<file path="src/rtl/core/battery_level_monitor_unit_macros.svh">
// ----------------------------------------------------------------------------
// battery level monitor assertion macros
// concurrent checks on aclk, disabled while aresetn is low
// ----------------------------------------------------------------------------
`ifndef BATTERY_LEVEL_MONITOR_UNIT_MACROS_SVH
`define BATTERY_LEVEL_MONITOR_UNIT_MACROS_SVH

`ifndef SYNTHESIS
// same-cycle implication
`define BLM_ASSERT_IMP(lbl, ante, cons) \
    lbl: assert property (@(posedge aclk) disable iff (!aresetn) (ante) |-> (cons)) \
        else $error("battery level monitor check failed");
// next-cycle implication
`define BLM_ASSERT_NXT(lbl, ante, cons) \
    lbl: assert property (@(posedge aclk) disable iff (!aresetn) (ante) |=> (cons)) \
        else $error("battery level monitor check failed");
`else
`define BLM_ASSERT_IMP(lbl, ante, cons)
`define BLM_ASSERT_NXT(lbl, ante, cons)
`endif

`endif

</file>
<file path="src/rtl/core/blm_pkg.sv">
// ----------------------------------------------------------------------------
// blm_pkg
// shared constants, types and helpers of the battery level monitor
// ----------------------------------------------------------------------------
`default_nettype none

package blm_pkg;

    // averaging ring
    localparam int AVG_DEPTH  = 6;
    localparam int SLOT_W     = (AVG_DEPTH > 1) ? $clog2(AVG_DEPTH) : 1;
    localparam int CNT_W      = $clog2(AVG_DEPTH + 1);
    localparam int SUM_W      = $clog2(AVG_DEPTH * 100 + 1);

    // field widths
    localparam int RAW_W      = 12;
    localparam int LVL_W      = 7;
    localparam int TICK_W     = 16;

    // shared divider: mapped numerator / half span, and ring sum / count
    localparam int DIVD_W     = 18;
    localparam int DIVS_W     = 11;
    localparam int DIV_CNT_W  = $clog2(DIVD_W);

    // configuration port
    localparam int CFG_ADDR_W = 3;
    localparam int CFG_DATA_W = 16;

    localparam logic [RAW_W-1:0]  FLOOR_RST   = 12'd2720;
    localparam logic [RAW_W-1:0]  CEIL_RST    = 12'd3418;
    localparam logic [LVL_W-1:0]  THR_RST     = 7'd5;
    localparam logic [LVL_W-1:0]  HYST_RST    = 7'd2;
    localparam logic [TICK_W-1:0] WTICKS_RST  = 16'd1000;

    localparam logic [LVL_W-1:0]  LVL_MIN     = 7'd1;
    localparam logic [LVL_W-1:0]  LVL_MAX     = 7'd100;
    localparam logic [LVL_W-1:0]  MAP_SCALE   = 7'd99;

    typedef enum logic [1:0] {
        KIND_SAMPLE  = 2'd0,
        KIND_TICK    = 2'd1,
        KIND_CLEAR   = 2'd2,
        KIND_RESTART = 2'd3
    } blm_kind_t;

    typedef enum logic [1:0] {
        EV_CHANGED   = 2'd0,
        EV_LOW       = 2'd1,
        EV_OK        = 2'd2,
        EV_POWER_OFF = 2'd3
    } blm_event_t;

    typedef enum logic [CFG_ADDR_W-1:0] {
        REG_FLOOR  = 3'd0,
        REG_CEIL   = 3'd1,
        REG_THR    = 3'd2,
        REG_HYST   = 3'd3,
        REG_WTICKS = 3'd4
    } blm_reg_t;

    // controller to datapath
    typedef struct packed {
        logic accept;
        logic map_load;
        logic div_start;
        logic div_sel_avg;
        logic push;
        logic eval;
        logic pwr_check;
        logic emit;
    } blm_cmd_t;

    // datapath to controller
    typedef struct packed {
        logic       div_busy;
        logic [1:0] ev_n;
        logic       emit_last;
        logic       out_free;
    } blm_stat_t;

    // (level-1)/10 via reciprocal 205/2048, exact for levels up to 100
    function automatic logic [3:0] coarse_ten_f(input logic [LVL_W-1:0] lvl);
        logic [14:0] prod;
        begin
            prod = 15'(lvl - LVL_MIN) * 15'd205;
            coarse_ten_f = (lvl == '0) ? 4'd0 : prod[14:11];
        end
    endfunction

    // (level-1)/20+1 via reciprocal 205/4096
    function automatic logic [2:0] coarse_five_f(input logic [LVL_W-1:0] lvl);
        logic [14:0] prod;
        begin
            prod = 15'(lvl - LVL_MIN) * 15'd205;
            coarse_five_f = (lvl == '0) ? 3'd0 : 3'(prod[14:12] + 3'd1);
        end
    endfunction

endpackage

`default_nettype wire

</file>
<file path="src/rtl/core/blm_div.sv">
// ----------------------------------------------------------------------------
// blm_div
// restoring divider, one quotient bit per cycle
// ----------------------------------------------------------------------------
`default_nettype none

module blm_div import blm_pkg::*; (
    input  wire logic              aclk,
    input  wire logic              aresetn,
    input  wire logic              start,
    input  wire logic [DIVD_W-1:0] dividend,
    input  wire logic [DIVS_W-1:0] divisor,
    output logic                   busy,
    output logic [DIVD_W-1:0]      quotient
);

    logic                 busy_reg, busy_next;
    logic [DIV_CNT_W-1:0] cnt_reg, cnt_next;
    logic [DIVD_W-1:0]    quo_reg, quo_next;
    logic [DIVS_W-1:0]    rem_reg, rem_next;
    logic [DIVS_W-1:0]    dsr_reg, dsr_next;
    logic [DIVS_W:0]      trial;

    assign trial = {rem_reg, quo_reg[DIVD_W-1]};

    always_comb begin
        busy_next = busy_reg;
        cnt_next  = cnt_reg;
        quo_next  = quo_reg;
        rem_next  = rem_reg;
        dsr_next  = dsr_reg;
        if (start) begin
            busy_next = 1'b1;
            cnt_next  = '0;
            quo_next  = dividend;
            rem_next  = '0;
            dsr_next  = divisor;
        end else if (busy_reg) begin
            if (trial >= {1'b0, dsr_reg}) begin
                rem_next = DIVS_W'(trial - {1'b0, dsr_reg});
                quo_next = {quo_reg[DIVD_W-2:0], 1'b1};
            end else begin
                rem_next = trial[DIVS_W-1:0];
                quo_next = {quo_reg[DIVD_W-2:0], 1'b0};
            end
            cnt_next = DIV_CNT_W'(cnt_reg + 1'b1);
            if (cnt_reg == DIV_CNT_W'(DIVD_W - 1)) begin
                busy_next = 1'b0;
            end
        end
    end

    always_ff @(posedge aclk) begin
        if (!aresetn) begin
            busy_reg <= 1'b0;
            cnt_reg  <= '0;
        end else begin
            busy_reg <= busy_next;
            cnt_reg  <= cnt_next;
        end
    end

    always_ff @(posedge aclk) begin
        quo_reg <= quo_next;
        rem_reg <= rem_next;
        dsr_reg <= dsr_next;
    end

    assign busy     = busy_reg;
    assign quotient = quo_reg;

endmodule

`default_nettype wire

</file>
<file path="src/rtl/core/blm_dp.sv">
// ----------------------------------------------------------------------------
// blm_dp
// datapath: config registers, level mapping, averaging ring, low flag,
// warning countdown, event list and output register
// ----------------------------------------------------------------------------
`default_nettype none

module blm_dp import blm_pkg::*; (
    input  wire logic                  aclk,
    input  wire logic                  aresetn,
    input  wire blm_cmd_t              cmd,
    output blm_stat_t                  stat,
    input  wire blm_kind_t             in_kind,
    input  wire logic [RAW_W-1:0]      in_raw,
    input  wire logic                  cfg_we,
    input  wire logic [CFG_ADDR_W-1:0] cfg_addr,
    input  wire logic [CFG_DATA_W-1:0] cfg_wdata,
    output logic                       out_valid,
    input  wire logic                  out_ready,
    output blm_event_t                 out_event,
    output logic [LVL_W-1:0]           out_level,
    output logic                       out_is_low,
    output logic [3:0]                 out_coarse_ten,
    output logic [2:0]                 out_coarse_five,
    output logic                       out_last
);

    // configuration
    logic [RAW_W-1:0]  floor_reg, floor_next;
    logic [RAW_W-1:0]  ceil_reg, ceil_next;
    logic [LVL_W-1:0]  thr_reg, thr_next;
    logic [LVL_W-1:0]  hyst_reg, hyst_next;
    logic [TICK_W-1:0] wticks_reg, wticks_next;

    // item and mapping
    blm_kind_t         kind_reg, kind_next;
    logic [RAW_W-1:0]  raw_reg, raw_next;
    logic [DIVD_W-1:0] num_reg, num_next;
    logic [DIVS_W-1:0] span_reg, span_next;
    logic              fix_reg, fix_next;
    logic [LVL_W-1:0]  fix_lvl_reg, fix_lvl_next;

    // averaging ring
    logic [LVL_W-1:0]  ring_reg [AVG_DEPTH];
    logic [LVL_W-1:0]  ring_next [AVG_DEPTH];
    logic [SLOT_W-1:0] slot_reg, slot_next;
    logic [CNT_W-1:0]  cnt_reg, cnt_next;
    logic [SUM_W-1:0]  sum_reg, sum_next;
    logic              clr_pend_reg, clr_pend_next;

    // level, low flag, countdown
    logic [LVL_W-1:0]  cur_reg, cur_next;
    logic              low_reg, low_next;
    logic [TICK_W-1:0] wcnt_reg, wcnt_next;
    logic              wrun_reg, wrun_next;
    logic              wexp_reg, wexp_next;

    // pending events
    blm_event_t        ev0_reg, ev0_next;
    blm_event_t        ev1_reg, ev1_next;
    logic [1:0]        evn_reg, evn_next;
    logic              evidx_reg, evidx_next;

    // output register
    logic              ov_reg, ov_next;
    blm_event_t        oev_reg, oev_next;
    logic [LVL_W-1:0]  olvl_reg, olvl_next;
    logic              olow_reg, olow_next;
    logic [3:0]        oten_reg, oten_next;
    logic [2:0]        ofive_reg, ofive_next;
    logic              olast_reg, olast_next;

    // divider
    logic              div_busy;
    logic [DIVD_W-1:0] div_q;
    logic [DIVD_W-1:0] div_dividend;
    logic [DIVS_W-1:0] div_divisor;

    logic [RAW_W-1:0]  diff;
    logic [RAW_W-1:0]  span_full;
    logic              narrow;
    logic [LVL_W-1:0]  push_lvl;
    logic [LVL_W-1:0]  avg;
    logic [LVL_W:0]    low_bound;
    logic              new_low;
    logic              emit_last;

    assign div_dividend = cmd.div_sel_avg ? DIVD_W'(sum_reg) : num_reg;
    assign div_divisor  = cmd.div_sel_avg ? DIVS_W'(cnt_reg) : span_reg;

    blm_div u_div (
        .aclk     (aclk),
        .aresetn  (aresetn),
        .start    (cmd.div_start),
        .dividend (div_dividend),
        .divisor  (div_divisor),
        .busy     (div_busy),
        .quotient (div_q)
    );

    assign diff      = RAW_W'(raw_reg - floor_reg);
    assign span_full = RAW_W'(ceil_reg - floor_reg);
    assign narrow    = ({1'b0, ceil_reg} < ({1'b0, floor_reg} + 13'd2));
    assign push_lvl  = fix_reg ? fix_lvl_reg :
                       (div_q >= DIVD_W'(LVL_MAX)) ? LVL_MAX :
                       LVL_W'(div_q[LVL_W-1:0] + LVL_MIN);
    assign avg       = div_q[LVL_W-1:0];
    assign low_bound = {1'b0, thr_reg} + (low_reg ? {1'b0, hyst_reg} : '0);
    assign new_low   = ({1'b0, avg} < low_bound);
    assign emit_last = (2'({1'b0, evidx_reg} + 2'd1) == evn_reg);

    always_comb begin
        floor_next    = floor_reg;
        ceil_next     = ceil_reg;
        thr_next      = thr_reg;
        hyst_next     = hyst_reg;
        wticks_next   = wticks_reg;
        kind_next     = kind_reg;
        raw_next      = raw_reg;
        num_next      = num_reg;
        span_next     = span_reg;
        fix_next      = fix_reg;
        fix_lvl_next  = fix_lvl_reg;
        ring_next     = ring_reg;
        slot_next     = slot_reg;
        cnt_next      = cnt_reg;
        sum_next      = sum_reg;
        clr_pend_next = clr_pend_reg;
        cur_next      = cur_reg;
        low_next      = low_reg;
        wcnt_next     = wcnt_reg;
        wrun_next     = wrun_reg;
        wexp_next     = wexp_reg;
        ev0_next      = ev0_reg;
        ev1_next      = ev1_reg;
        evn_next      = evn_reg;
        evidx_next    = evidx_reg;
        ov_next       = ov_reg && !out_ready;
        oev_next      = oev_reg;
        olvl_next     = olvl_reg;
        olow_next     = olow_reg;
        oten_next     = oten_reg;
        ofive_next    = ofive_reg;
        olast_next    = olast_reg;

        // config writes, indexes beyond the list are dropped
        if (cfg_we) begin
            case (cfg_addr)
                REG_FLOOR:  floor_next  = cfg_wdata[RAW_W-1:0];
                REG_CEIL:   ceil_next   = cfg_wdata[RAW_W-1:0];
                REG_THR:    thr_next    = cfg_wdata[LVL_W-1:0];
                REG_HYST:   hyst_next   = cfg_wdata[LVL_W-1:0];
                REG_WTICKS: wticks_next = cfg_wdata[TICK_W-1:0];
                default: ;
            endcase
        end

        if (cmd.accept) begin
            kind_next  = in_kind;
            raw_next   = in_raw;
            evn_next   = '0;
            evidx_next = 1'b0;
            // pending clear empties the ring ahead of this sample
            if (in_kind == KIND_SAMPLE && clr_pend_reg) begin
                clr_pend_next = 1'b0;
                slot_next     = '0;
                cnt_next      = '0;
                sum_next      = '0;
                for (int i = 0; i < AVG_DEPTH; i++) begin
                    ring_next[i] = '0;
                end
            end
        end

        if (cmd.map_load) begin
            num_next     = DIVD_W'(diff[RAW_W-1:1]) * DIVD_W'(MAP_SCALE);
            span_next    = span_full[RAW_W-1:1];
            fix_next     = (raw_reg <= floor_reg) || narrow;
            fix_lvl_next = (raw_reg <= floor_reg) ? LVL_MIN : LVL_MAX;
        end

        if (cmd.push) begin
            ring_next[slot_reg] = push_lvl;
            sum_next = SUM_W'(sum_reg - SUM_W'(ring_reg[slot_reg]) + SUM_W'(push_lvl));
            slot_next = (slot_reg == SLOT_W'(AVG_DEPTH - 1)) ? '0 :
                        SLOT_W'(slot_reg + 1'b1);
            if (cnt_reg < CNT_W'(AVG_DEPTH)) begin
                cnt_next = CNT_W'(cnt_reg + 1'b1);
            end
        end

        if (cmd.eval) begin
            case (kind_reg)
                KIND_SAMPLE: begin
                    if (avg != cur_reg) begin
                        cur_next = avg;
                        low_next = new_low;
                        ev0_next = EV_CHANGED;
                        evn_next = 2'd1;
                        if (new_low != low_reg) begin
                            evn_next  = 2'd2;
                            wexp_next = 1'b0;
                            if (new_low) begin
                                ev1_next  = EV_LOW;
                                wcnt_next = wticks_reg;
                                wrun_next = 1'b1;
                            end else begin
                                ev1_next  = EV_OK;
                                wcnt_next = '0;
                                wrun_next = 1'b0;
                            end
                        end
                    end
                end
                KIND_TICK: begin
                    if (wrun_reg) begin
                        if (wcnt_reg <= TICK_W'(1)) begin
                            wcnt_next = '0;
                            wrun_next = 1'b0;
                            wexp_next = 1'b1;
                        end else begin
                            wcnt_next = TICK_W'(wcnt_reg - 1'b1);
                        end
                    end
                end
                KIND_CLEAR: begin
                    clr_pend_next = 1'b1;
                end
                KIND_RESTART: begin
                    evn_next  = 2'd1;
                    wexp_next = 1'b0;
                    if (low_reg) begin
                        ev0_next  = EV_LOW;
                        wcnt_next = wticks_reg;
                        wrun_next = 1'b1;
                    end else begin
                        ev0_next  = EV_OK;
                        wcnt_next = '0;
                        wrun_next = 1'b0;
                    end
                end
                default: ;
            endcase
        end

        // power off once the countdown has run out at the lowest level
        if (cmd.pwr_check) begin
            if (evn_reg != 2'd2 && cur_reg == LVL_MIN && wexp_reg) begin
                wcnt_next = '0;
                wrun_next = 1'b0;
                wexp_next = 1'b0;
                if (evn_reg == 2'd0) begin
                    ev0_next = EV_POWER_OFF;
                end else begin
                    ev1_next = EV_POWER_OFF;
                end
                evn_next = 2'(evn_reg + 2'd1);
            end
        end

        if (cmd.emit) begin
            ov_next    = 1'b1;
            oev_next   = evidx_reg ? ev1_reg : ev0_reg;
            olvl_next  = cur_reg;
            olow_next  = low_reg;
            oten_next  = coarse_ten_f(cur_reg);
            ofive_next = coarse_five_f(cur_reg);
            olast_next = emit_last;
            evidx_next = ~evidx_reg;
        end
    end

    always_ff @(posedge aclk) begin
        if (!aresetn) begin
            floor_reg    <= FLOOR_RST;
            ceil_reg     <= CEIL_RST;
            thr_reg      <= THR_RST;
            hyst_reg     <= HYST_RST;
            wticks_reg   <= WTICKS_RST;
            for (int i = 0; i < AVG_DEPTH; i++) begin
                ring_reg[i] <= '0;
            end
            slot_reg     <= '0;
            cnt_reg      <= '0;
            sum_reg      <= '0;
            clr_pend_reg <= 1'b0;
            cur_reg      <= '0;
            low_reg      <= 1'b0;
            wcnt_reg     <= '0;
            wrun_reg     <= 1'b0;
            wexp_reg     <= 1'b0;
            evn_reg      <= '0;
            evidx_reg    <= 1'b0;
            ov_reg       <= 1'b0;
        end else begin
            floor_reg    <= floor_next;
            ceil_reg     <= ceil_next;
            thr_reg      <= thr_next;
            hyst_reg     <= hyst_next;
            wticks_reg   <= wticks_next;
            ring_reg     <= ring_next;
            slot_reg     <= slot_next;
            cnt_reg      <= cnt_next;
            sum_reg      <= sum_next;
            clr_pend_reg <= clr_pend_next;
            cur_reg      <= cur_next;
            low_reg      <= low_next;
            wcnt_reg     <= wcnt_next;
            wrun_reg     <= wrun_next;
            wexp_reg     <= wexp_next;
            evn_reg      <= evn_next;
            evidx_reg    <= evidx_next;
            ov_reg       <= ov_next;
        end
    end

    always_ff @(posedge aclk) begin
        kind_reg    <= kind_next;
        raw_reg     <= raw_next;
        num_reg     <= num_next;
        span_reg    <= span_next;
        fix_reg     <= fix_next;
        fix_lvl_reg <= fix_lvl_next;
        ev0_reg     <= ev0_next;
        ev1_reg     <= ev1_next;
        oev_reg     <= oev_next;
        olvl_reg    <= olvl_next;
        olow_reg    <= olow_next;
        oten_reg    <= oten_next;
        ofive_reg   <= ofive_next;
        olast_reg   <= olast_next;
    end

    assign stat.div_busy  = div_busy;
    assign stat.ev_n      = evn_reg;
    assign stat.emit_last = emit_last;
    assign stat.out_free  = !ov_reg || out_ready;

    assign out_valid       = ov_reg;
    assign out_event       = oev_reg;
    assign out_level       = olvl_reg;
    assign out_is_low      = olow_reg;
    assign out_coarse_ten  = oten_reg;
    assign out_coarse_five = ofive_reg;
    assign out_last        = olast_reg;

endmodule

`default_nettype wire

</file>
<file path="src/rtl/core/blm_ctrl.sv">
// ----------------------------------------------------------------------------
// blm_ctrl
// sequencing state machine of the battery level monitor
// ----------------------------------------------------------------------------
`default_nettype none

module blm_ctrl import blm_pkg::*; (
    input  wire logic      aclk,
    input  wire logic      aresetn,
    input  wire logic      in_valid,
    input  wire blm_kind_t in_kind,
    output logic           in_ready,
    input  wire blm_stat_t stat,
    output blm_cmd_t       cmd
);

    typedef enum logic [9:0] {
        S_IDLE  = 10'b00_0000_0001,
        S_MAP   = 10'b00_0000_0010,
        S_DIVA  = 10'b00_0000_0100,
        S_WAITA = 10'b00_0000_1000,
        S_PUSH  = 10'b00_0001_0000,
        S_DIVB  = 10'b00_0010_0000,
        S_WAITB = 10'b00_0100_0000,
        S_EVAL  = 10'b00_1000_0000,
        S_PWR   = 10'b01_0000_0000,
        S_EMIT  = 10'b10_0000_0000
    } blm_state_t;

    blm_state_t state_reg, state_next;

    always_comb begin
        state_next = state_reg;
        cmd        = '0;
        case (state_reg)
            S_IDLE: begin
                if (in_valid) begin
                    cmd.accept = 1'b1;
                    state_next = (in_kind == KIND_SAMPLE) ? S_MAP : S_EVAL;
                end
            end
            S_MAP: begin
                cmd.map_load = 1'b1;
                state_next   = S_DIVA;
            end
            S_DIVA: begin
                cmd.div_start = 1'b1;
                state_next    = S_WAITA;
            end
            S_WAITA: begin
                if (!stat.div_busy) begin
                    state_next = S_PUSH;
                end
            end
            S_PUSH: begin
                cmd.push   = 1'b1;
                state_next = S_DIVB;
            end
            S_DIVB: begin
                cmd.div_start   = 1'b1;
                cmd.div_sel_avg = 1'b1;
                state_next      = S_WAITB;
            end
            S_WAITB: begin
                if (!stat.div_busy) begin
                    state_next = S_EVAL;
                end
            end
            S_EVAL: begin
                cmd.eval   = 1'b1;
                state_next = S_PWR;
            end
            S_PWR: begin
                cmd.pwr_check = 1'b1;
                state_next    = S_EMIT;
            end
            S_EMIT: begin
                if (stat.ev_n == 2'd0) begin
                    state_next = S_IDLE;
                end else if (stat.out_free) begin
                    cmd.emit = 1'b1;
                    if (stat.emit_last) begin
                        state_next = S_IDLE;
                    end
                end
            end
            default: begin
                state_next = S_IDLE;
            end
        endcase
    end

    always_ff @(posedge aclk) begin
        if (!aresetn) begin
            state_reg <= S_IDLE;
        end else begin
            state_reg <= state_next;
        end
    end

    assign in_ready = (state_reg == S_IDLE);

endmodule

`default_nettype wire

</file>
<file path="src/rtl/core/battery_level_monitor_unit.sv">
// ----------------------------------------------------------------------------
// battery_level_monitor_unit
// averaged battery level with low warning, countdown and power-off events
// ----------------------------------------------------------------------------
// usage:
//   s_ channel carries one item per request: kind in s_tuser (sample, 10 ms
//   tick, clear averaging store, restart low handling), raw adc reading in
//   s_tdata. each item yields zero, one or two result requests on the m_
//   channel: event code in m_tuser, level/low flag/coarse levels in m_tdata,
//   m_tlast on the final result of the item.
//   a sample runs map, divide, ring push, average divide, evaluate and power
//   check; a tick, clear or restart runs only evaluate and power check. the
//   two passes of the shared bit-serial divider set the sample time. s_tready
//   returns high as the last result is loaded, or once the sequencer finds
//   that the item has no result to load.
//   one item is worked on at a time; the output register lets the next item
//   be accepted while the last result still waits.
//   if the receiver stalls, results hold in the output register and the
//   sequencer waits before loading a second result.
//   reset (aresetn low, synchronous) restores register defaults, empties the
//   averaging ring, sets level to unknown and clears low flag and countdown.
//   config writes (cfg_we) take effect at once; user makes them while idle, unenforced.
// ----------------------------------------------------------------------------
`default_nettype none

`include "battery_level_monitor_unit_macros.svh"

module battery_level_monitor_unit import blm_pkg::*; (
    input  wire logic                  aclk,
    input  wire logic                  aresetn,
    // input channel
    input  wire logic                  s_tvalid,
    output logic                       s_tready,
    input  wire logic [15:0]           s_tdata,  // [11:0] raw_reading, [15:12] zero
    input  wire logic [1:0]            s_tuser,  // [1:0] kind
    // result channel
    output logic                       m_tvalid,
    input  wire logic                  m_tready,
    output logic [15:0]                m_tdata,  // [6:0] level, [7] is_low,
                                                 // [11:8] coarse_ten,
                                                 // [14:12] coarse_five, [15] zero
    output logic [1:0]                 m_tuser,  // [1:0] event_res
    output logic                       m_tlast,
    // configuration write port
    input  wire logic                  cfg_we,
    input  wire logic [CFG_ADDR_W-1:0] cfg_addr,
    input  wire logic [CFG_DATA_W-1:0] cfg_wdata
);

    blm_cmd_t   cmd;
    blm_stat_t  stat;
    blm_event_t out_event;
    logic [LVL_W-1:0] out_level;
    logic             out_is_low;
    logic [3:0]       out_coarse_ten;
    logic [2:0]       out_coarse_five;

    // sequencer
    blm_ctrl u_ctrl (
        .aclk     (aclk),
        .aresetn  (aresetn),
        .in_valid (s_tvalid),
        .in_kind  (blm_kind_t'(s_tuser)),
        .in_ready (s_tready),
        .stat     (stat),
        .cmd      (cmd)
    );

    // mapping, averaging, low flag and output register
    blm_dp u_dp (
        .aclk            (aclk),
        .aresetn         (aresetn),
        .cmd             (cmd),
        .stat            (stat),
        .in_kind         (blm_kind_t'(s_tuser)),
        .in_raw          (s_tdata[RAW_W-1:0]),
        .cfg_we          (cfg_we),
        .cfg_addr        (cfg_addr),
        .cfg_wdata       (cfg_wdata),
        .out_valid       (m_tvalid),
        .out_ready       (m_tready),
        .out_event       (out_event),
        .out_level       (out_level),
        .out_is_low      (out_is_low),
        .out_coarse_ten  (out_coarse_ten),
        .out_coarse_five (out_coarse_five),
        .out_last        (m_tlast)
    );

    assign m_tuser = out_event;
    assign m_tdata = {1'b0, out_coarse_five, out_coarse_ten, out_is_low, out_level};

    // an accepted item closes the input side in the following cycle
    `BLM_ASSERT_NXT(a_busy_after_accept, s_tvalid && s_tready, !s_tready)
    // averaged level never leaves its range
    `BLM_ASSERT_IMP(a_level_range, m_tvalid, m_tdata[6:0] <= 7'd100)
    // low and ok events agree with the reported low flag
    `BLM_ASSERT_IMP(a_low_flag, m_tvalid && m_tuser == EV_LOW, m_tdata[7])
    `BLM_ASSERT_IMP(a_ok_flag, m_tvalid && m_tuser == EV_OK, !m_tdata[7])
    // power off only at the lowest level
    `BLM_ASSERT_IMP(a_pwr_level, m_tvalid && m_tuser == EV_POWER_OFF, m_tdata[6:0] == 7'd1)

endmodule

`default_nettype wire
</file>
<file path="config.mk">
export PLATFORM = sky130hd
export DESIGN_NAME = battery_level_monitor_unit
export DESIGN_NICKNAME = d
export VERILOG_FILES = /design/src/rtl/core/blm_pkg.sv /design/src/rtl/core/blm_div.sv /design/src/rtl/core/blm_dp.sv /design/src/rtl/core/blm_ctrl.sv /design/src/rtl/core/battery_level_monitor_unit.sv
export VERILOG_INCLUDE_DIRS = /design/src /design/src/rtl/core
export SDC_FILE = /design/constraint.sdc
export NUM_CORES = 1
export LEC_CHECK = 0
export ABC_AREA = 1
export BUFFER_PORTS_ARGS = -buffer_cell sky130_fd_sc_hd__buf_2
export CORE_MARGIN = 10
export CORE_UTILIZATION = 40
export CTS_CLUSTER_SIZE = 8
export DETAILED_ROUTE_END_ITERATION = 10
export GPL_ROUTABILITY_DRIVEN = 0
export PLACE_DENSITY_LB_ADDON = 0.25
export REMOVE_ABC_BUFFERS = 1
export SKIP_LAST_GASP = 1
export SYNTH_ARGS = -nofsm -noshare
export SYNTH_HDL_FRONTEND = slang
export SYNTH_HIERARCHICAL = 1
export SYNTH_SLANG_ARGS = --single-unit
</file>
<file path="constraint.sdc">
create_clock -name aclk -period 7 [get_ports aclk]
set_clock_uncertainty 0.15 [all_clocks]
set_input_delay 1.05 -clock aclk [delete_from_list [all_inputs] [get_ports aclk]]
set_output_delay 1.05 -clock aclk [all_outputs]
set_load 0.05 [all_outputs]
</file>
==> results of run 1 <==
==> final cells by class <==
cell class                      instances  area (sq um)
Timing Repair Buffer                   67         360.3
Clock buffer                           58          1069
Inverter                              357          1340
Multi-Input combinational cell       1632          9923
Sequential cell                       267          6276
Clock inverter                          6         82.58
Tap cell                              592         740.7
Fill cell                            4483         24330
==> cells in the mapped netlist (7+ instances only) <==
library cell    n  area (sq um)
a21o_1          7         52.55
nand4_1        40         250.2
nand2_1       421          1580
dfxtp_1       174          3483
fa_1           30         600.6
o21ai_0       146         730.7
o221ai_1        9         78.83
nand3_1       104         520.5
nand2_2        21         131.4
o21ai_1        11         55.05
a211oi_1       12         90.09
xnor2_1        25         219.0
inv_1         342          1284
nor3_1         26         130.1
inv_2          12         45.04
o211ai_1       10         75.07
edfxtp_1       93          2793
nor2_1        251         942.2
a21oi_1       193         965.9
ha_1          170          2127
nand3_2        12         120.1
o22ai_1         7         43.79
clkbuf_1       39         146.4
xor2_1         55         481.7
buf_4           8         60.06
nor2_2         13         81.33
==> power by group through the flow <==
| stage | logic, uW | clock network (uW) | registers, uW |
|---|---|---|---|
| after floorplan | 4470 | 0 | 2030 |
| after global placement | 5510 | 0 | 2040 |
| after detailed placement | 5520 | 0 | 2040 |
| after CTS | 5600 | 1840 | 2010 |
| after global routing | 6480 | 1910 | 2020 |
| final | 5570 | 1800 | 2020 |
==> stage by stage <==
| stage | std cells | total power [uW] | area, sq um | hold slack, ps | util, % |
|---|---|---|---|---|---|
| final | 2979 | 9381 | 19790 | 308.5 | 44.85 |
| after CTS | 2979 | 9462 | 19790 | 313.3 | 44.85 |
| after global routing | 2979 | 10410 | 19790 | 336.5 | 44.85 |
| after floorplan | 2256 | 6500 | 17530 | 278.6 | - |
| after detailed placement | 2915 | 7563 | 18640 | 304.4 | 42.24 |
| after global placement | 2915 | 7552 | 18640 | 294.6 | 42.24 |
==> worst max-delay path: cells and delay by family (launching register included) <==
| kind | cells | cell delay [ps] |
|---|---|---|
| AOI/OAI and AO/OA | 6 | 740 |
| DFF | 1 | 350 |
| and+or+nand+nor | 4 | 440 |
| buffers and inverters | 7 | 650 |
| adders and majority gates | 6 | 2080 |
| xor gates and xnor gates | 2 | 670 |
==> cells by family (layout without fill, tap and decap cells) <==
| family | Yosys count | in the layout | synth area share (%) |
|---|---|---|---|
| compound gates | 430 | 430 | 13.34 |
| xor+xnor | 80 | 80 | 3.926 |
| fa+ha+maj | 200 | 200 | 15.28 |
| buf+inv | 418 | 488 | 9.269 |
| flops | 267 | 267 | 35.17 |
| mux | 3 | 3 | 0.1893 |
| other cells | 1 | 1 | 0.02101 |
| simple gates | 918 | 918 | 22.80 |
==> final timing paths <==
kind                                 start                                    end  slack, ps  cells after the start
max reg2reg   u_dp/cur_reg[1]$_SDFFE_PN0P_  u_dp/out_coarse_five[2]$_SDFFCE_PN0P_       1660                     25
min          u_dp/ceil_reg[0]$_SDFFE_PN0P_          u_dp/ceil_reg[0]$_SDFFE_PN0P_        310                      2
max           u_dp/cur_reg[1]$_SDFFE_PN0P_  u_dp/out_coarse_five[2]$_SDFFCE_PN0P_       1660                     25
min reg2reg  u_dp/ceil_reg[0]$_SDFFE_PN0P_          u_dp/ceil_reg[0]$_SDFFE_PN0P_        310                      2
==> per-layer routing <==
metal | share of wire, % | up-vias | global-route usage (%)
met3 | 4.1 | 54 | 2.040
met1 | 47 | 7035 | 21.29
li1 | - | 7725 | -
met5 | 0 | - | 0
met4 | 2.1 | 0 | 5.180
met2 | 47 | 325 | 26.97
==> impl_metrics.yaml, run 1 <==
outcome:
  outcome: "complete, no violations"
grt:
  gr-total-overflow: 0
  grt_pass1_wl_mm: 72.23
  grt_pass1_vias: 14390
  antenna_found_initial: 0
  grt.total_usage_pct: 16.15
  grt_max_degree: 74
power_and_ir_drop:
  p_per_area_mw_per_mm2: 474.0
  combinationalPowerShare_pct: 59.3
  p_sw_uw: 4102
  swShare_pct: 43.73
  leakage_uw: 0.009136
  p_seq_share_pct: 21.5
  power_frac_clock_pct: 19.2
  p_int_uw: 5279
  peakVddDrop_mv: 0.4589
drt:
  wire_per_inst_microns: 14.73
  ant_nets: 0
  first_pass_iters: 5
  drc: 0
  num_vias: 15140
  wl_mm: 43.89
  vias_per_cell: 5.082
  drt_iter0_drc: 837
timing:
  drv_slew: 0
  fin_setup_tns_ps: 0
  period_share_pct: 76.36
  maxSlewHeadroom_pct: 27.73
  hold_viol_final: 0
  setup_viol: 0
  finalCriticalPeriod_ps: 5345
  worstMarginPinSlew_ps: 1076
  fin_ws_ps: 1655
  rsz0062_at_grt: "false"
  max_freq_mhz: 187.1
logic_synthesis:
  ys_seq_elements: 267
  synth-edff-count: 93
  seq_area_frac_synth_pct: 35.17
  synth.distinct_cells: 65
  synth-async-reset-ratio_pct: 0
  synthFlopType: "dfxtp_1"
  syn_area_sq_mm: 0.01785
  syn_avg_cell_area_sq_um: 7.702
  yosysWarnings: 6
  syn-instance-count: 2317
place:
  dpl.hpwl_mm: 32.73
  pre_cts_ws_ps: 1629
  port_buffers: 57
cells_and_area:
  layout_commonest_cell: "nand2_1"
  areaGrowthSynthToFinish_pct: 10.90
  mostFrequentLayoutCells: "421 x nand2_1, 342 x inv_1, 250 x nor2_1, 193 x a21oi_1, 174 x dfxtp_1"
  largest_register_ffs: 42
  antenna_cells: 0
  final_layout_size_suffix_gt1_share_pct: 8.337
  final_nets: 2607
clock_tree:
  cts_tree: "built"
  cts_buffers: 40
  postCtsSetupBuffers: 0
  cts.path.max_buffers: 3
  root_buffer: "clkbuf_16"
  insertion_delay_ps: 560
  clk_pin_slew_ps: 50
  cts_max_level: 2
  cts_resized: 0
  holdBufCountCts: 0
  clock_sinks: 267
worst_hold_path:
  hold_class: "register to register"
setup_path:
  end_kind: "register"
  crit_top_cell: "inv_1"
  cpPeakStageDelay_ps: 540
  start_kind: "register"
  cp_slowest_cell: "fa_1"
  path_max_fanout: 5
  critPathKind: "register to register"
  crit_arrival_ps: 5500
  crit_required_ps: 7150
floorplanning:
  ios: 63
  core_sq_mm: 0.04412
  die_h_microns: 231.2
  initial_core_util_pct: 40.44
  die_area_sq_mm: 0.05346
  die_x_microns: 231.2
  fp-row-count: 77
job:
  cap_violations: 0
(Power assumes the default switching activity.)
==> inputs of run 2 (changes only) <==
ABC_AREA = 0   (was 1)
clock period = 4.65 ns   (was 7 ns; I/O delays follow)
==> impl_metrics.yaml, run 2 <==
grt:
  grt.total_usage_pct: 15.61
  gr-total-overflow: 0
  grt_pass1_vias: 13390
  antenna_found_initial: 1
  grt_max_degree: 133
  grt_pass1_wl_mm: 68.63
clock_tree:
  clk_pin_slew_ps: 50
  root_buffer: "clkbuf_16"
  cts_max_level: 2
  cts.path.max_buffers: 3
  clock_sinks: 267
  holdBufCountCts: 0
  cts_tree: "built"
  cts_buffers: 40
  insertion_delay_ps: 550
floorplanning:
  core_sq_mm: 0.04298
  ios: 63
  die_area_sq_mm: 0.05218
  initial_core_util_pct: 40.43
  die_h_microns: 228.4
  die_x_microns: 228.4
  fp-row-count: 76
place:
  dpl.hpwl_mm: 30.79
  dpl.cell_count: 2533
  port_buffers: 57
setup_path:
  rr_endpoint: "u_dp/num_reg[16]$_DFFE_PP_"
  critPathLaunch: "u_dp/raw_reg[0]$_DFFE_PP_"
  start_kind: "register"
  r2r_setup_slack_ps: -290
  crit_required_ps: 4800
  critPathKind: "register to register"
  path_max_fanout: 4
  r2r-start: "u_dp/raw_reg[0]$_DFFE_PP_"
  worst-r2r-cell-count: 24
  end_kind: "register"
  crit_arrival_ps: 5090
logic_synthesis:
  synth.most_common_cell: "nand2_1"
  synth-adder-area-share_pct: 15.70
  syn_area_sq_mm: 0.01738
  synthTopCellsByCount: "187 x nand2_1, 174 x dfxtp_1, 170 x ha_1, 154 x inv_1"
  synth.area.mux_share_pct: 4.515
  synthSimpleGateAreaFrac_pct: 18.41
  synth-xor-area-share_pct: 4.990
  synth-edff-count: 93
  synth_top_area_cell: "dfxtp_1"
  synth_top_area_share_pct: 20.05
  seq_area_frac_synth_pct: 36.12
  syn_avg_cell_area_sq_um: 9.505
  synth-async-reset-ratio_pct: 0
  ys_top_cells_by_area: "dfxtp_1 20%, edfxtp_1 16%, ha_1 12%"
  ys_seq_elements: 267
  yosysWarnings: 6
  synth_compound_area_share_pct: 14.94
  synth_top_family_by_area: "simple AND/OR/NAND/NOR gates"
  synth.distinct_cells: 98
  synthFlopType: "dfxtp_1"
  syn-instance-count: 1828
worst_hold_path:
  hold_path_depth: 1
  whs_endpoint: "u_dp/raw_reg[6]$_DFFE_PP_"
  hold_start: "s_tdata[6]"
  hold_class: "primary input to register"
outcome:
  violations: "negative setup slack"
  outcome: "finished with violations"
timing:
  worstMarginPinSlew_ps: 963.9
  setup_viol: 8
  maxSlewHeadroom_pct: 35.56
  whs_ps: 171.6
  drv_slew: 0
  fin_ws_ps: -289.6
  max_freq_mhz: 202.4
  rsz0062_at_grt: "true"
  period_share_pct: 106.2
  finalCriticalPeriod_ps: 4940
  hold_viol_final: 0
cells_and_area:
  largest_register_ffs: 42
  antenna_cells: 0
  final_nets: 2256
  areaGrowthSynthToFinish_pct: 20.95
  final_layout_size_suffix_gt1_share_pct: 21.23
  mostFrequentLayoutCells: "182 x nand2_1, 168 x dfxtp_1, 152 x buf_4, 148 x ha_1, 142 x inv_1"
  layout_commonest_cell: "nand2_1"
  layoutNonFillerInstCount: 2620
power_and_ir_drop:
  p_per_area_mw_per_mm2: 489.9
  leakage_uw: 0.008442
  peakVddDrop_mv: 0.5299
drt:
  drc: 0
  vias_per_cell: 5.193
  num_vias: 13610
  wl_mm: 42.06
  wire_per_inst_microns: 16.05
  first_pass_iters: 5
  ant_nets: 0
  drt_iter0_drc: 732
job:
  cap_violations: 0
[run 2: cell types whose count changed after synthesis, sizes merged, moves of 51 or more]
cell    previous run  this run
nand3            118        67
a21boi             2        56
nor2b              0        76
nor2             270        93
inv              354       154
o21ai            158        64
nand2            443       188
a21oi            195        61
[run 2: cell type report]
type | instances | area [sq um]
fill | 4055 | 21970
timing repair buffer | 215 | 1509
multi-input combinational | 1336 | 10740
inverter | 154 | 585.6
tap | 585 | 732.0
clock buffer | 60 | 1117
sequential | 267 | 6289
clock inverter | 3 | 47.55
[run 2: what timing repair did]
action | CTS | global route
endpoints found under the hold margin | 0 | 0
buffers inserted | 10 | 15
pin swaps | 34 | 53
gates resized for setup | 45 | 71
setup endpoints to repair | 13 | 16
[run 2: cell families (layout without fill, tap and decap cells)]
kind of cell    count (synthesis)  after routing
xor+xnor                       99             99
mux                            65             65
buf+inv                       225            432
compound gates                365            365
other cells                     1              1
flops                         267            267
fa+ha+maj                     200            200
simple gates                  606            606
[run 2: through the flow]
step / setup TNS [ps] / cell area (sq um) / setup slack [ps] / power [uW] / util [%]
2_1_floorplan: -2944 / 17030 / -564.7 / 5441 / -
3_3_place_gp: -3435 / 19100 / -611.3 / 6698 / 44.45
3_5_place_dp: -4293 / 19100 / -687.4 / 6778 / 44.45
4_1_cts: -1537 / 20550 / -327.5 / 9958 / 47.81
5_1_grt: -3321 / 21020 / -570.6 / 11060 / 48.89
6_report: -1219 / 21020 / -289.6 / 10300 / 48.89
[run 2: worst max path at each step]
stage	endpoint	slack [ps]	cells past startpoint
6_report	u_dp/num_reg[16]$_DFFE_PP_	-290	24
5_1_grt	u_dp/num_reg[17]$_DFFE_PP_	-570	24
4_1_cts	u_dp/num_reg[17]$_DFFE_PP_	-330	24
3_5_place_dp	u_dp/num_reg[17]$_DFFE_PP_	-690	24
3_3_place_gp	u_dp/num_reg[17]$_DFFE_PP_	-610	24
2_1_floorplan	u_dp/num_reg[17]$_DFFE_PP_	-560	23
[run 2: power by group]
part	internal (uW)	leakage (uW)	total [uW]	switching, uW
combinational	2450	0.00562	4870	2430
sequential	2650	0.00226	2700	50.2
clock	1690	0.000563	2730	1030
[run 2: metal layers]
layer	share of wire, %	vias to the layer above	GRT usage [%]
met4	1.7	0	4.332
met2	48	228	26.03
met5	0	-	0
li1	-	6820	-
met3	3.5	55	2.594
met1	47	6503	20.47
[run 2: critical path, cell delays in order (launching register included)]
cell and delay, ps:
edfxtp_1 330, inv_2 40, ha_4 150, fa_2 370, nor2b_1 120, o21ai_1 60
nand2b_1 140, buf_4 130, buf_4 100, xor2_2 140, ha_2 200, inv_1 60
fa_1 530, inv_1 40, ha_1 280, inv_2 40, fa_1 510, inv_2 50
ha_4 210, a21o_1 220, a31oi_4 190, o21ai_0 120, a211o_1 290, a21oi_2 150
xnor2_1 70
==> inputs of run 3 (changes only) <==
clock period = 6.3 ns   (was 4.65 ns; I/O delays follow)
==> impl_metrics.yaml, run 3 (synthesis results as in run 2) <==
outcome:
  outcome: "complete, no violations"
place:
  dpl.hpwl_mm: 29.22
  port_buffers: 57
  dpl.cell_count: 2407
setup_path:
  rr_endpoint: "u_dp/num_reg[17]$_DFFE_PP_"
  cp_slowest_cell: "fa_1"
  critical_path_buf_inv_count: 4
  crit_arrival_ps: 5890
  crit_top_cell: "inv_1"
  end_kind: "register"
  start_kind: "register"
  critPathLaunch: "u_dp/floor_reg[2]$_SDFFE_PN0P_"
  worst-r2r-cell-count: 23
  r2r-start: "u_dp/floor_reg[2]$_SDFFE_PN0P_"
  path_max_fanout: 6
  crit_family: "adder cells"
  crit_required_ps: 6440
  crit_chain: "inv_1 -> ha_1 -> nor2b_1 -> o21ai_0 -> nand2b_1 -> a311oi_1 -> o31ai_1 -> a21oi_1 -> xor2_1 -> fa_1 -> inv_1 -> ha_1 -> inv_1 -> fa_1 -> inv_1 -> ha_1 -> a21o_1 -> a31oi_1 -> nand2_1 -> o211ai_1 -> o21ai_0 -> a21oi_1 -> xnor2_1"
  critPathKind: "register to register"
  cpPeakStageDelay_ps: 560
  r2r_setup_slack_ps: 550
floorplanning:
  fp-row-count: 76
  core_sq_mm: 0.04298
  die_h_microns: 228.4
  initial_core_util_pct: 40.43
  die_area_sq_mm: 0.05218
  ios: 63
  die_x_microns: 228.4
timing:
  finalCriticalPeriod_ps: 5753
  hold_viol_final: 0
  fin_setup_tns_ps: 0
  worstMarginPinSlew_ps: 1028
  period_share_pct: 91.32
  setup_viol: 0
  rsz0062_at_grt: "false"
  max_freq_mhz: 173.8
  maxSlewHeadroom_pct: 31.46
  drv_slew: 0
power_and_ir_drop:
  peakVddDrop_mv: 0.2907
  power_frac_clock_pct: 30.6
  leakage_uw: 0.007642
  p_sw_uw: 2199
  p_seq_share_pct: 30.8
  p_per_area_mw_per_mm2: 335.8
  combinationalPowerShare_pct: 38.6
  p_int_uw: 4281
  swShare_pct: 33.94
cells_and_area:
  largest_register_ffs: 42
  layout_commonest_cell: "nand2_1"
  layoutNonFillerInstCount: 2469
  final_nets: 2106
  areaGrowthSynthToFinish_pct: 11.07
  antenna_cells: 0
  post-route-util_pct: 44.90
  final_layout_size_suffix_gt1_share_pct: 10.40
  mostFrequentLayoutCells: "187 x nand2_1, 174 x dfxtp_1, 170 x ha_1, 154 x inv_1, 93 x edfxtp_1"
clock_tree:
  cts_max_level: 2
  root_buffer: "clkbuf_16"
  cts.path.max_buffers: 3
  postCtsSetupBuffers: 0
  cts_buffers: 40
  cts_tree: "built"
  cts_resized: 0
  insertion_delay_ps: 550
  clock_sinks: 267
  holdBufCountCts: 0
  clk_pin_slew_ps: 50
grt:
  gr-total-overflow: 0
  grt_max_degree: 101
  grt_pass1_wl_mm: 66.15
  grt_pass1_vias: 12990
  grt.total_usage_pct: 15.04
  antenna_found_initial: 1
drt:
  wire_per_inst_microns: 16.05
  vias_per_cell: 5.297
  num_vias: 13080
  ant_nets: 0
  first_pass_iters: 5
  drt_iter0_drc: 784
  drc: 0
  wl_mm: 39.62
job:
  cap_violations: 0
worst_hold_path:
  hold_class: "register to register"
  hold_start: "u_dp/ev0_reg[0]$_DFF_P_"
  whs_endpoint: "u_dp/ev0_reg[0]$_DFF_P_"
  hold_path_depth: 2
-- run 3: cell types whose count changed in the layout (fill, tap and decap cells not counted), sizes merged --
cell / change
buf: -150
clkinv: +2
bufinv: -1
inv: -2
-- run 3: layout make-up --
cell class                 instances  area (sq um)
fill                            4215         23680
multi-input combinational       1336         10210
sequential                       267          6276
clock buffer                      60          1129
tap                              585         732.0
inverter                         154         578.1
timing repair buffer              65         347.8
clock inverter                     2         25.02
-- run 3: layer usage --
metal  share of wire (%)  GRT usage (%)
met5               0.018              0
met1                  48          19.94
met3                 4.1          2.743
met2                  46          24.58
met4                 2.2          4.228
-- run 3: per-stage QoR --
step / total power (uW) / hold slack (ps) / worst slack, ps / instance area (sq um)
6_report: 6480 / 301.3 / 547.0 / 19300
5_1_grt: 7038 / 320.5 / 126.2 / 19300
4_1_cts: 6569 / 306.5 / 517.9 / 19300
3_5_place_dp: 4520 / 293.4 / 544.4 / 18140
3_3_place_gp: 4480 / 288.1 / 599.1 / 18140
2_1_floorplan: 4016 / 271.6 / 1085 / 17030
-- run 3: power groups by stage --
| stage | clock (uW) | combinational (uW) | sequential, uW |
|---|---|---|---|
| floorplan | 0 | 2000 | 2010 |
| global placement | 0 | 2450 | 2030 |
| detailed placement | 0 | 2490 | 2030 |
| CTS | 2050 | 2530 | 1990 |
| global route | 2120 | 2920 | 2000 |
| finish | 1980 | 2500 | 1990 |
-- run 3: how the worst max path moves through the flow --
stage	end	depth (start not counted)
after global placement	u_dp/num_reg[17]$_DFFE_PP_	23
after global routing	u_dp/num_reg[17]$_DFFE_PP_	23
after CTS	u_dp/num_reg[17]$_DFFE_PP_	23
final	u_dp/num_reg[17]$_DFFE_PP_	23
after floorplan	u_dp/num_reg[17]$_DFFE_PP_	23
after detailed placement	u_dp/num_reg[17]$_DFFE_PP_	23
-- run 3: worst reg2reg max path, stage by stage, from the launching register on --
cell and delay (ps):
dfxtp_1 390, inv_1 90, ha_1 370, nor2b_1 160
o21ai_0 140, nand2b_1 130, a311oi_1 430, o31ai_1 110
a21oi_1 260, xor2_1 200, fa_1 560, inv_1 40
ha_1 260, inv_1 50, fa_1 520, inv_1 40
ha_1 360, a21o_1 190, a31oi_1 300, nand2_1 110
o211ai_1 240, o21ai_0 130, a21oi_1 180, xnor2_1 80
